## src/b64e_pkg.sv

```systemverilog
// Shared types, constants and the character mapping for the Base64 stream encoder.
// No dependencies; every other file refers to it by scoped names.
package b64e_pkg;

    // Group queue between the front and the back
    localparam int QUEUE_DEPTH = 2;
    localparam int QPTR_W      = (QUEUE_DEPTH > 1) ? $clog2(QUEUE_DEPTH) : 1;
    localparam int QCNT_W      = $clog2(QUEUE_DEPTH + 1);

    // Pending byte count codes
    localparam logic [1:0] CNT_EMPTY = 2'd0;
    localparam logic [1:0] CNT_ONE   = 2'd1;
    localparam logic [1:0] CNT_TWO   = 2'd2;
    localparam logic [1:0] CNT_THREE = 2'd3;   // never reached, handled as two

    // Number of real bytes in a closed group
    localparam logic [1:0] HAVE_ONE   = 2'd1;
    localparam logic [1:0] HAVE_TWO   = 2'd2;
    localparam logic [1:0] HAVE_THREE = 2'd3;

    // Character slot within a group of four
    localparam logic [1:0] SLOT_0 = 2'd0;
    localparam logic [1:0] SLOT_1 = 2'd1;
    localparam logic [1:0] SLOT_2 = 2'd2;
    localparam logic [1:0] SLOT_3 = 2'd3;

    // ASCII anchors of the alphabet
    localparam logic [7:0] CHAR_UPPER_A = 8'h41;  // 'A'
    localparam logic [7:0] CHAR_LOWER_A = 8'h61;  // 'a'
    localparam logic [7:0] CHAR_DIGIT_0 = 8'h30;  // '0'
    localparam logic [7:0] CHAR_PLUS    = 8'h2B;  // '+'
    localparam logic [7:0] CHAR_SLASH   = 8'h2F;  // '/'
    localparam logic [7:0] CHAR_PAD     = 8'h3D;  // '='

    // One closed group of up to three bytes; missing bytes are zero
    typedef struct packed {
        logic [7:0] b0;
        logic [7:0] b1;
        logic [7:0] b2;
        logic [1:0] have;
        logic       fin;
    } grp_t;

    // Six-bit value to its character of the standard alphabet
    function automatic logic [7:0] sextet_char(input logic [5:0] v);
        logic [7:0] v8;
        v8 = {2'b00, v};
        if (v < 6'd26)
            return CHAR_UPPER_A + v8;
        else if (v < 6'd52)
            return CHAR_LOWER_A + (v8 - 8'd26);
        else if (v < 6'd62)
            return CHAR_DIGIT_0 + (v8 - 8'd52);
        else if (v == 6'd62)
            return CHAR_PLUS;
        else
            return CHAR_SLASH;
    endfunction

endpackage

```

## src/base64_stream_encoder.sv

```systemverilog
// Top level of the Base64 stream encoder: front end, group queue, back end.
// Depends on b64e_pkg, b64e_front, b64e_queue and b64e_back.
//
//   Channel  Direction  Handshake           Fields
//   in       input      in_valid/in_stall   data_byte[7:0], final_byte
//   out      output     out_valid/out_stall out_char[7:0], end_of_text
//
// A byte is taken every cycle while the two-entry group queue has room.
// Each closed group yields four characters, one per cycle through the output
// register while out_stall does not hold it; the single character path of
// the back end sets the sustained rate.
// Reset (rst_n low, asynchronous) empties pending bytes, queue and output.
// in_stall rises only while the queue is full; out_stall freezes the output.
module base64_stream_encoder
(
    input  logic       clk,
    input  logic       rst_n,
    input  logic       in_valid,
    output logic       in_stall,
    input  logic [7:0] data_byte,
    input  logic       final_byte,
    output logic       out_valid,
    input  logic       out_stall,
    output logic [7:0] out_char,
    output logic       end_of_text
);

    logic           push;
    b64e_pkg::grp_t push_data;
    logic           q_full;
    logic           head_valid;
    b64e_pkg::grp_t head_data;
    logic           pop;

    b64e_front u_front
    (
        .clk        (clk),
        .rst_n      (rst_n),
        .in_valid   (in_valid),
        .in_stall   (in_stall),
        .data_byte  (data_byte),
        .final_byte (final_byte),
        .push       (push),
        .push_data  (push_data),
        .q_full     (q_full)
    );

    b64e_queue u_queue
    (
        .clk        (clk),
        .rst_n      (rst_n),
        .push       (push),
        .push_data  (push_data),
        .full       (q_full),
        .head_valid (head_valid),
        .head_data  (head_data),
        .pop        (pop)
    );

    b64e_back u_back
    (
        .clk         (clk),
        .rst_n       (rst_n),
        .head_valid  (head_valid),
        .head_data   (head_data),
        .pop         (pop),
        .out_valid   (out_valid),
        .out_stall   (out_stall),
        .out_char    (out_char),
        .end_of_text (end_of_text)
    );

endmodule

```

## src/b64e_front.sv

```systemverilog
// Front end: accepts bytes, holds up to two pending bytes, closes groups of three
// or at the final byte and pushes them into the group queue. Uses b64e_pkg.
module b64e_front
(
    input  logic              clk,
    input  logic              rst_n,
    input  logic              in_valid,
    output logic              in_stall,
    input  logic [7:0]        data_byte,
    input  logic              final_byte,
    output logic              push,
    output b64e_pkg::grp_t    push_data,
    input  logic              q_full
);

    logic [7:0] p0_reg, p0_next;
    logic [7:0] p1_reg, p1_next;
    logic [1:0] cnt_reg, cnt_next;
    logic       in_acc;

    assign in_stall = q_full;
    assign in_acc   = in_valid && !in_stall;

    // Classify the byte: hold it, or close the group
    always_comb
    begin
        p0_next   = p0_reg;
        p1_next   = p1_reg;
        cnt_next  = cnt_reg;
        push      = 1'b0;
        push_data = '0;
        if (in_acc)
        begin
            unique case (cnt_reg) inside
                b64e_pkg::CNT_EMPTY:
                begin
                    if (!final_byte)
                    begin
                        p0_next  = data_byte;
                        cnt_next = b64e_pkg::CNT_ONE;
                    end
                    else
                    begin
                        push           = 1'b1;
                        push_data.b0   = data_byte;
                        push_data.have = b64e_pkg::HAVE_ONE;
                    end
                end
                b64e_pkg::CNT_ONE:
                begin
                    if (!final_byte)
                    begin
                        p1_next  = data_byte;
                        cnt_next = b64e_pkg::CNT_TWO;
                    end
                    else
                    begin
                        push           = 1'b1;
                        push_data.b0   = p0_reg;
                        push_data.b1   = data_byte;
                        push_data.have = b64e_pkg::HAVE_TWO;
                    end
                end
                b64e_pkg::CNT_TWO, b64e_pkg::CNT_THREE:
                begin
                    push           = 1'b1;
                    push_data.b0   = p0_reg;
                    push_data.b1   = p1_reg;
                    push_data.b2   = data_byte;
                    push_data.have = b64e_pkg::HAVE_THREE;
                end
                default:
                begin
                    push = 1'b0;
                end
            endcase
            push_data.fin = final_byte;
            if (push)
            begin
                p0_next  = '0;
                p1_next  = '0;
                cnt_next = b64e_pkg::CNT_EMPTY;
            end
        end
    end

    always_ff @(posedge clk or negedge rst_n)
    begin
        if (!rst_n)
        begin
            p0_reg  <= '0;
            p1_reg  <= '0;
            cnt_reg <= b64e_pkg::CNT_EMPTY;
        end
        else
        begin
            p0_reg  <= p0_next;
            p1_reg  <= p1_next;
            cnt_reg <= cnt_next;
        end
    end

    // A final byte always leaves the front empty
    assert property (@(posedge clk) disable iff (!rst_n)
        in_acc && final_byte |=> cnt_reg == b64e_pkg::CNT_EMPTY)
        else $error("front not empty after final byte");

endmodule

```

## src/b64e_queue.sv

```systemverilog
// Short group queue between the front end and the character back end.
// Depth from b64e_pkg::QUEUE_DEPTH; entries are b64e_pkg::grp_t.
module b64e_queue
(
    input  logic              clk,
    input  logic              rst_n,
    input  logic              push,
    input  b64e_pkg::grp_t    push_data,
    output logic              full,
    output logic              head_valid,
    output b64e_pkg::grp_t    head_data,
    input  logic              pop
);

    b64e_pkg::grp_t                   ent_reg [b64e_pkg::QUEUE_DEPTH];
    logic [b64e_pkg::QPTR_W-1:0]      wr_ptr_reg, wr_ptr_next;
    logic [b64e_pkg::QPTR_W-1:0]      rd_ptr_reg, rd_ptr_next;
    logic [b64e_pkg::QCNT_W-1:0]      cnt_reg, cnt_next;

    localparam logic [b64e_pkg::QPTR_W-1:0] PTR_LAST =
        b64e_pkg::QPTR_W'(b64e_pkg::QUEUE_DEPTH - 1);
    localparam logic [b64e_pkg::QCNT_W-1:0] CNT_FULL =
        b64e_pkg::QCNT_W'(b64e_pkg::QUEUE_DEPTH);

    assign full       = (cnt_reg == CNT_FULL);
    assign head_valid = (cnt_reg != '0);
    assign head_data  = ent_reg[rd_ptr_reg];

    // Pointer and fill count update
    always_comb
    begin
        wr_ptr_next = wr_ptr_reg;
        rd_ptr_next = rd_ptr_reg;
        cnt_next    = cnt_reg;
        if (push)
            wr_ptr_next = (wr_ptr_reg == PTR_LAST) ? '0 : wr_ptr_reg + 1'b1;
        if (pop)
            rd_ptr_next = (rd_ptr_reg == PTR_LAST) ? '0 : rd_ptr_reg + 1'b1;
        case ({push, pop})
            2'b10:   cnt_next = cnt_reg + 1'b1;
            2'b01:   cnt_next = cnt_reg - 1'b1;
            default: cnt_next = cnt_reg;
        endcase
    end

    always_ff @(posedge clk or negedge rst_n)
    begin
        if (!rst_n)
        begin
            wr_ptr_reg <= '0;
            rd_ptr_reg <= '0;
            cnt_reg    <= '0;
        end
        else
        begin
            wr_ptr_reg <= wr_ptr_next;
            rd_ptr_reg <= rd_ptr_next;
            cnt_reg    <= cnt_next;
        end
    end

    // Entry storage, no reset needed
    always_ff @(posedge clk)
    begin
        if (push)
            ent_reg[wr_ptr_reg] <= push_data;
    end

    assert property (@(posedge clk) disable iff (!rst_n)
        cnt_reg <= CNT_FULL)
        else $error("queue count overflow");

    assert property (@(posedge clk) disable iff (!rst_n)
        push |-> !full)
        else $error("push into full queue");

    assert property (@(posedge clk) disable iff (!rst_n)
        pop |-> head_valid)
        else $error("pop from empty queue");

endmodule

```

## src/b64e_back.sv

```systemverilog
// Back end: walks the head group of the queue, one character per cycle while the
// output register can take it, with padding and end marker. Uses b64e_pkg.
module b64e_back
(
    input  logic              clk,
    input  logic              rst_n,
    input  logic              head_valid,
    input  b64e_pkg::grp_t    head_data,
    output logic              pop,
    output logic              out_valid,
    input  logic              out_stall,
    output logic [7:0]        out_char,
    output logic              end_of_text
);

    logic [1:0] idx_reg, idx_next;
    logic       ov_reg, ov_next;
    logic [7:0] ch_reg, ch_next;
    logic       eot_reg, eot_next;
    logic       load;
    logic [5:0] sext;
    logic       pad;

    assign out_valid   = ov_reg;
    assign out_char    = ch_reg;
    assign end_of_text = eot_reg;

    // Output register takes a new character when empty or being drained
    assign load = head_valid && (!ov_reg || !out_stall);
    assign pop  = load && (idx_reg == b64e_pkg::SLOT_3);

    // Sextet select and padding decision for the current slot
    always_comb
    begin
        sext = '0;
        pad  = 1'b0;
        unique case (idx_reg)
            b64e_pkg::SLOT_0: sext = head_data.b0[7:2];
            b64e_pkg::SLOT_1: sext = {head_data.b0[1:0], head_data.b1[7:4]};
            b64e_pkg::SLOT_2:
            begin
                sext = {head_data.b1[3:0], head_data.b2[7:6]};
                pad  = (head_data.have == b64e_pkg::HAVE_ONE);
            end
            b64e_pkg::SLOT_3:
            begin
                sext = head_data.b2[5:0];
                pad  = (head_data.have != b64e_pkg::HAVE_THREE);
            end
            default: sext = '0;
        endcase
    end

    // Next values of the slot counter and output register
    always_comb
    begin
        idx_next = idx_reg;
        ov_next  = ov_reg;
        ch_next  = ch_reg;
        eot_next = eot_reg;
        if (load)
        begin
            idx_next = idx_reg + 1'b1;
            ov_next  = 1'b1;
            ch_next  = pad ? b64e_pkg::CHAR_PAD : b64e_pkg::sextet_char(sext);
            eot_next = head_data.fin && (idx_reg == b64e_pkg::SLOT_3);
        end
        else if (!out_stall)
        begin
            ov_next = 1'b0;
        end
    end

    always_ff @(posedge clk or negedge rst_n)
    begin
        if (!rst_n)
        begin
            idx_reg <= b64e_pkg::SLOT_0;
            ov_reg  <= 1'b0;
        end
        else
        begin
            idx_reg <= idx_next;
            ov_reg  <= ov_next;
        end
    end

    always_ff @(posedge clk)
    begin
        ch_reg  <= ch_next;
        eot_reg <= eot_next;
    end

    // The slot counter only advances together with a loaded character
    assert property (@(posedge clk) disable iff (!rst_n)
        !load |=> idx_reg == $past(idx_reg))
        else $error("slot counter moved without a load");

    assert property (@(posedge clk) disable iff (!rst_n)
        load |=> ov_reg)
        else $error("loaded character not presented");

endmodule
```

## config.mk

```make
export PLATFORM = sky130hd
export DESIGN_NAME = base64_stream_encoder
export DESIGN_NICKNAME = d
export VERILOG_FILES = /design/src/b64e_pkg.sv /design/src/base64_stream_encoder.sv /design/src/b64e_front.sv /design/src/b64e_queue.sv /design/src/b64e_back.sv
export SDC_FILE = /design/constraint.sdc
export NUM_CORES = 1
export LEC_CHECK = 0
export BUFFER_PORTS_ARGS = -buffer_cell sky130_fd_sc_hd__buf_2
export CORE_MARGIN = 1
export CORE_UTILIZATION = 35
export CTS_CLUSTER_SIZE = 25
export DETAILED_ROUTE_END_ITERATION = 10
export HOLD_SLACK_MARGIN = 0.12
export MAX_ROUTING_LAYER = met4
export PLACE_DENSITY = 0.52
export SKIP_LAST_GASP = 1
export SYNTH_ARGS = -nofsm -noshare
export SYNTH_HDL_FRONTEND = slang
export SYNTH_SLANG_ARGS = --single-unit
```

## constraint.sdc

```tcl
create_clock -name clk -period 2.9 [get_ports clk]
set_clock_uncertainty 0.2 [all_clocks]
set_input_delay 0.145 -clock clk [delete_from_list [all_inputs] [get_ports clk]]
set_output_delay 0.145 -clock clk [all_outputs]
set_load 0.05 [all_outputs]
```

==> summary.md <==
| Metric | Value |
|---|---|
| Clock Path Buffers | 2 |
| Clock latency on the worst-skew pair | 0.34 ns |
| Remaining DRCs | 1 |
| Outcome | finished, violations left |
| CTS Buf Count | 9 |
| DIE AREA | 0.01253 mm² |
| Fillers | 1073 |
| Max-cap violations | 0 |
| Largest family of logic cells by synthesized area | compound AO/OA/AOI/OAI gates |
| Netlist Area Pre-Place | 0.004230 mm² |
| Violated checks | DRC, setup timing |
| CP startpoint kind | register |
| RSZ-0062 raised after global routing | true |
| HPWL Detailed | 7588 µm |
| Iteration count of the initial detailed-routing pass | 9 |
| Wire per inst | 17.44 µm |
| Ant diodes | 0 |
| Final nets | 475 |
| Gr busiest metal | met2 |
| Post-Route Utilization | 0.4757 |
| Synth top area cells | edfxtp_1 45%, dfrtp_1 15%, nand2_1 4.3%, a22o_1 3.5%, a22oi_1 3.4% |
| Placed Cells | 560 |
| Worst-margin pin slew | 0.6003 ns |
| CP Data Required Time | 2.80 ns |
| Yosys Warn Count | 0 |
| CP top delay family | simple AND/OR/NAND/NOR gates |
| Clock slew at reported path FFs | 0.06 ns |
| Max Slew Vio Count | 0 |
| Final wirelength | 10450 µm |
| Htree depth | 3 |
| Chip width | 111.9 µm |
| Ports | 24 |
| Reg2reg end | u_back.out_char[6] |
| Worst min-delay path class | input pin to async pin |
| Buffers and inverters on the worst path | 2 |
| Slowest stage delay, CP | 0.44 ns |
| Yosys top cell by area | edfxtp_1 |
| Clock root buffer | clkbuf_16 |
| R2R Path Start | u_back.idx_reg[0] |
| Start-to-end type of the worst setup path | register to register |
| Post-synthesis adder-cell area fraction | 0.03253 |
| Synth Area in Compound Gates | 0.1692 |
| GRT met1 Usage | 0.2146 |
| Syn_nets | 387 |
| Max reg flops | 54 |
| CP arrival | 2.99 ns |
| Post-synthesis simple-gate area fraction | 0.1349 |
| Met3 Resource Use GR | 0.03702 |
| EDFF count, synth | 63 |
| GP Congestion | 0.8557 |
| Critical Path Fanout Max | 5 |
| Via density | 5.287 |
| Vias | 3167 |
| CP endpoint kind | register |
| Share of layout cells above drive strength 1 | 0.3070 |
| Synth top area share | 0.4472 |
| # rows | 39 |
| Final hold vios | 0 |
| Antenna violations before repair | 0 |
| Multiplexer share of the synthesized area | 0.02455 |
| Critical path, cell by cell | buf_6 -> ha_4 -> a22o_1 -> o311ai_4 -> buf_4 -> ha_4 -> nor2b_4 -> nand2_1 -> nand4b_1 -> nor4_2 -> a211oi_2 -> mux2_2 -> o21ai_1 |
| Clk sinks | 88 |
| Buffers on Ports | 23 |
| Detailed Route Iter0 Violations | 137 |
| Layout area overhead | 30.58% |
| Largest net degree at the start of global routing | 28 |
| Initial core utilization | 0.3643 |
| Min Clock Period, post-route | 3.084 ns |
| Synthesized instance count | 363 |
| Fmax | 324.2 MHz |
| First-pass GRT wire length | 16680 µm |
| Xor and xnor fraction of the mapped netlist area | 0.01656 |
| CTS tree | done |
| Relative slew slack | 0.5983 |
| Top FF cell, synth | edfxtp_1 |
| Async set or reset register ratio after synthesis | 0.2841 |
| R2R depth | 13 |
| GR Overflow Total | 0 |
| Critical Path Slowest Stage Cell | dfrtp_2 |
| Post-DRT Antenna Nets | 0 |
| Vias in the first global route | 3108 |
| Final Non-Filler Cells | 599 |
| Seq/Total Area, Yosys | 0.5951 |
| Syn_area_per_cell | 11.65 µm² |
| Flops & latches, synth | 88 |
| Grt met2 use | 0.3072 |
| R2r setup slk | -0.18 ns |
| Post-synth cell types | 52 |
| Overall routing resource usage | 0.1808 |
| Crit path top cell by count | ha_4 |
| Worst setup margin | -0.1845 ns |
| Die H | 111.9 µm |
| Core box area | 0.01161 mm² |
| Final setup viols | 5 |
| Crit share post-route | 1.064 |
[how the worst max path moves through the flow]
stage | start | to | slack [ns] | cells past startpoint
floorplan | u_back.idx_reg[0] | u_back.out_char[4] | -0.07 | 8
detailed placement | u_back.idx_reg[1] | u_back.out_char[6] | -0.18 | 10
finish | u_back.idx_reg[0] | u_back.out_char[6] | -0.18 | 13
global route | u_back.idx_reg[0] | u_back.out_char[6] | -0.31 | 13
global placement | u_back.idx_reg[0] | u_back.out_char[6] | -0.12 | 10
CTS | u_back.idx_reg[0] | u_back.out_char[4] | -0.15 | 10
[cell usage in the layout, fill, tap and decap left out, drive strengths merged, types with 9 or more instances in the layout]
master and n:
a22o 17, nand2 49, ha 11, nand3 15, nor2 19, clkbuf 10, and2 12, inv 10
a22oi 19, edfxtp 63, dlygate4sd3 11, dfrtp 25, a21oi 9, buf 84, o21ai 24
[per-stage QoR]
stage | setup WS, ns | instance area [µm²] | setup TNS (ns) | hold WS (ns)
2_1_floorplan | -0.07070 | 4280 | -0.1198 | -0.3506
3_3_place_gp | -0.1198 | 4895 | -0.3042 | -0.02617
3_5_place_dp | -0.1799 | 4895 | -0.4690 | -0.02344
4_1_cts | -0.1528 | 5414 | -0.3413 | 0.1354
5_1_grt | -0.3135 | 5524 | -1.048 | 0.1547
6_report | -0.1845 | 5524 | -0.4374 | 0.1330
[layout make-up]
class	instances	area (µm²)	share of cell area
Inverter	10	40.04	0.007248
Multi-Input combinational cell	247	1780	0.3223
Clock buffer	10	229.0	0.04145
Clock inverter	6	36.28	0.006569
Timing Repair Buffer	95	740.7	0.1341
Tap cell	143	178.9	0.03239
Sequential cell	88	2519	0.4559
[routing by layer]
metal  up-vias  part of all wire
li1       1543                 -
met1      1560              0.44
met2        49              0.51
met3        15             0.025
met4         0             0.020
met5         -                 0
[Yosys cell counts (2+ instances only)]
| library cell | number |
|---|---|
| nor2_1 | 19 |
| mux2i_1 | 7 |
| o21ai_1 | 3 |
| inv_1 | 8 |
| nand2_1 | 49 |
| nand2b_1 | 2 |
| xnor2_1 | 6 |
| buf_1 | 2 |
| and3_1 | 4 |
| nand3_1 | 14 |
| nor3_1 | 3 |
| a31oi_1 | 4 |
| o211ai_1 | 3 |
| a21o_1 | 2 |
| nor2b_1 | 4 |
| a22oi_1 | 19 |
| dfrtp_1 | 25 |
| a21oi_1 | 9 |
| a22o_1 | 17 |
| xor2_1 | 2 |
| mux2_2 | 3 |
| and2_1 | 12 |
| or4_1 | 5 |
| o21ai_0 | 21 |
| clkbuf_1 | 12 |
| o31ai_1 | 4 |
| buf_2 | 2 |
| ha_1 | 11 |
| edfxtp_1 | 63 |
| o21a_1 | 2 |
| nor4_1 | 2 |
| a211oi_1 | 4 |
[kinds of logic (layout without fill, tap and decap cells)]
kind of cell | count (synthesis) | in the layout
flip-flops | 88 | 88
buffers and inverters | 28 | 121
multiplexers | 10 | 10
AND/OR/NAND/NOR | 119 | 119
AO/OA/AOI/OAI | 99 | 99
XOR/XNOR | 8 | 8
adder cells (fa/ha/maj) | 11 | 11
[repair_timing]
item                                    in CTS  in global routing
pin swaps                                   10                  9
resized for setup                           14                 18
endpoints found under the setup margin       6                  7
hold buffers                                11                  0
hold endpoints to repair                    88                  0
setup buffers                                8                  4
Power is not shown: default switching activity piles up to over one toggle a cycle in this logic, so the estimate is an artifact.
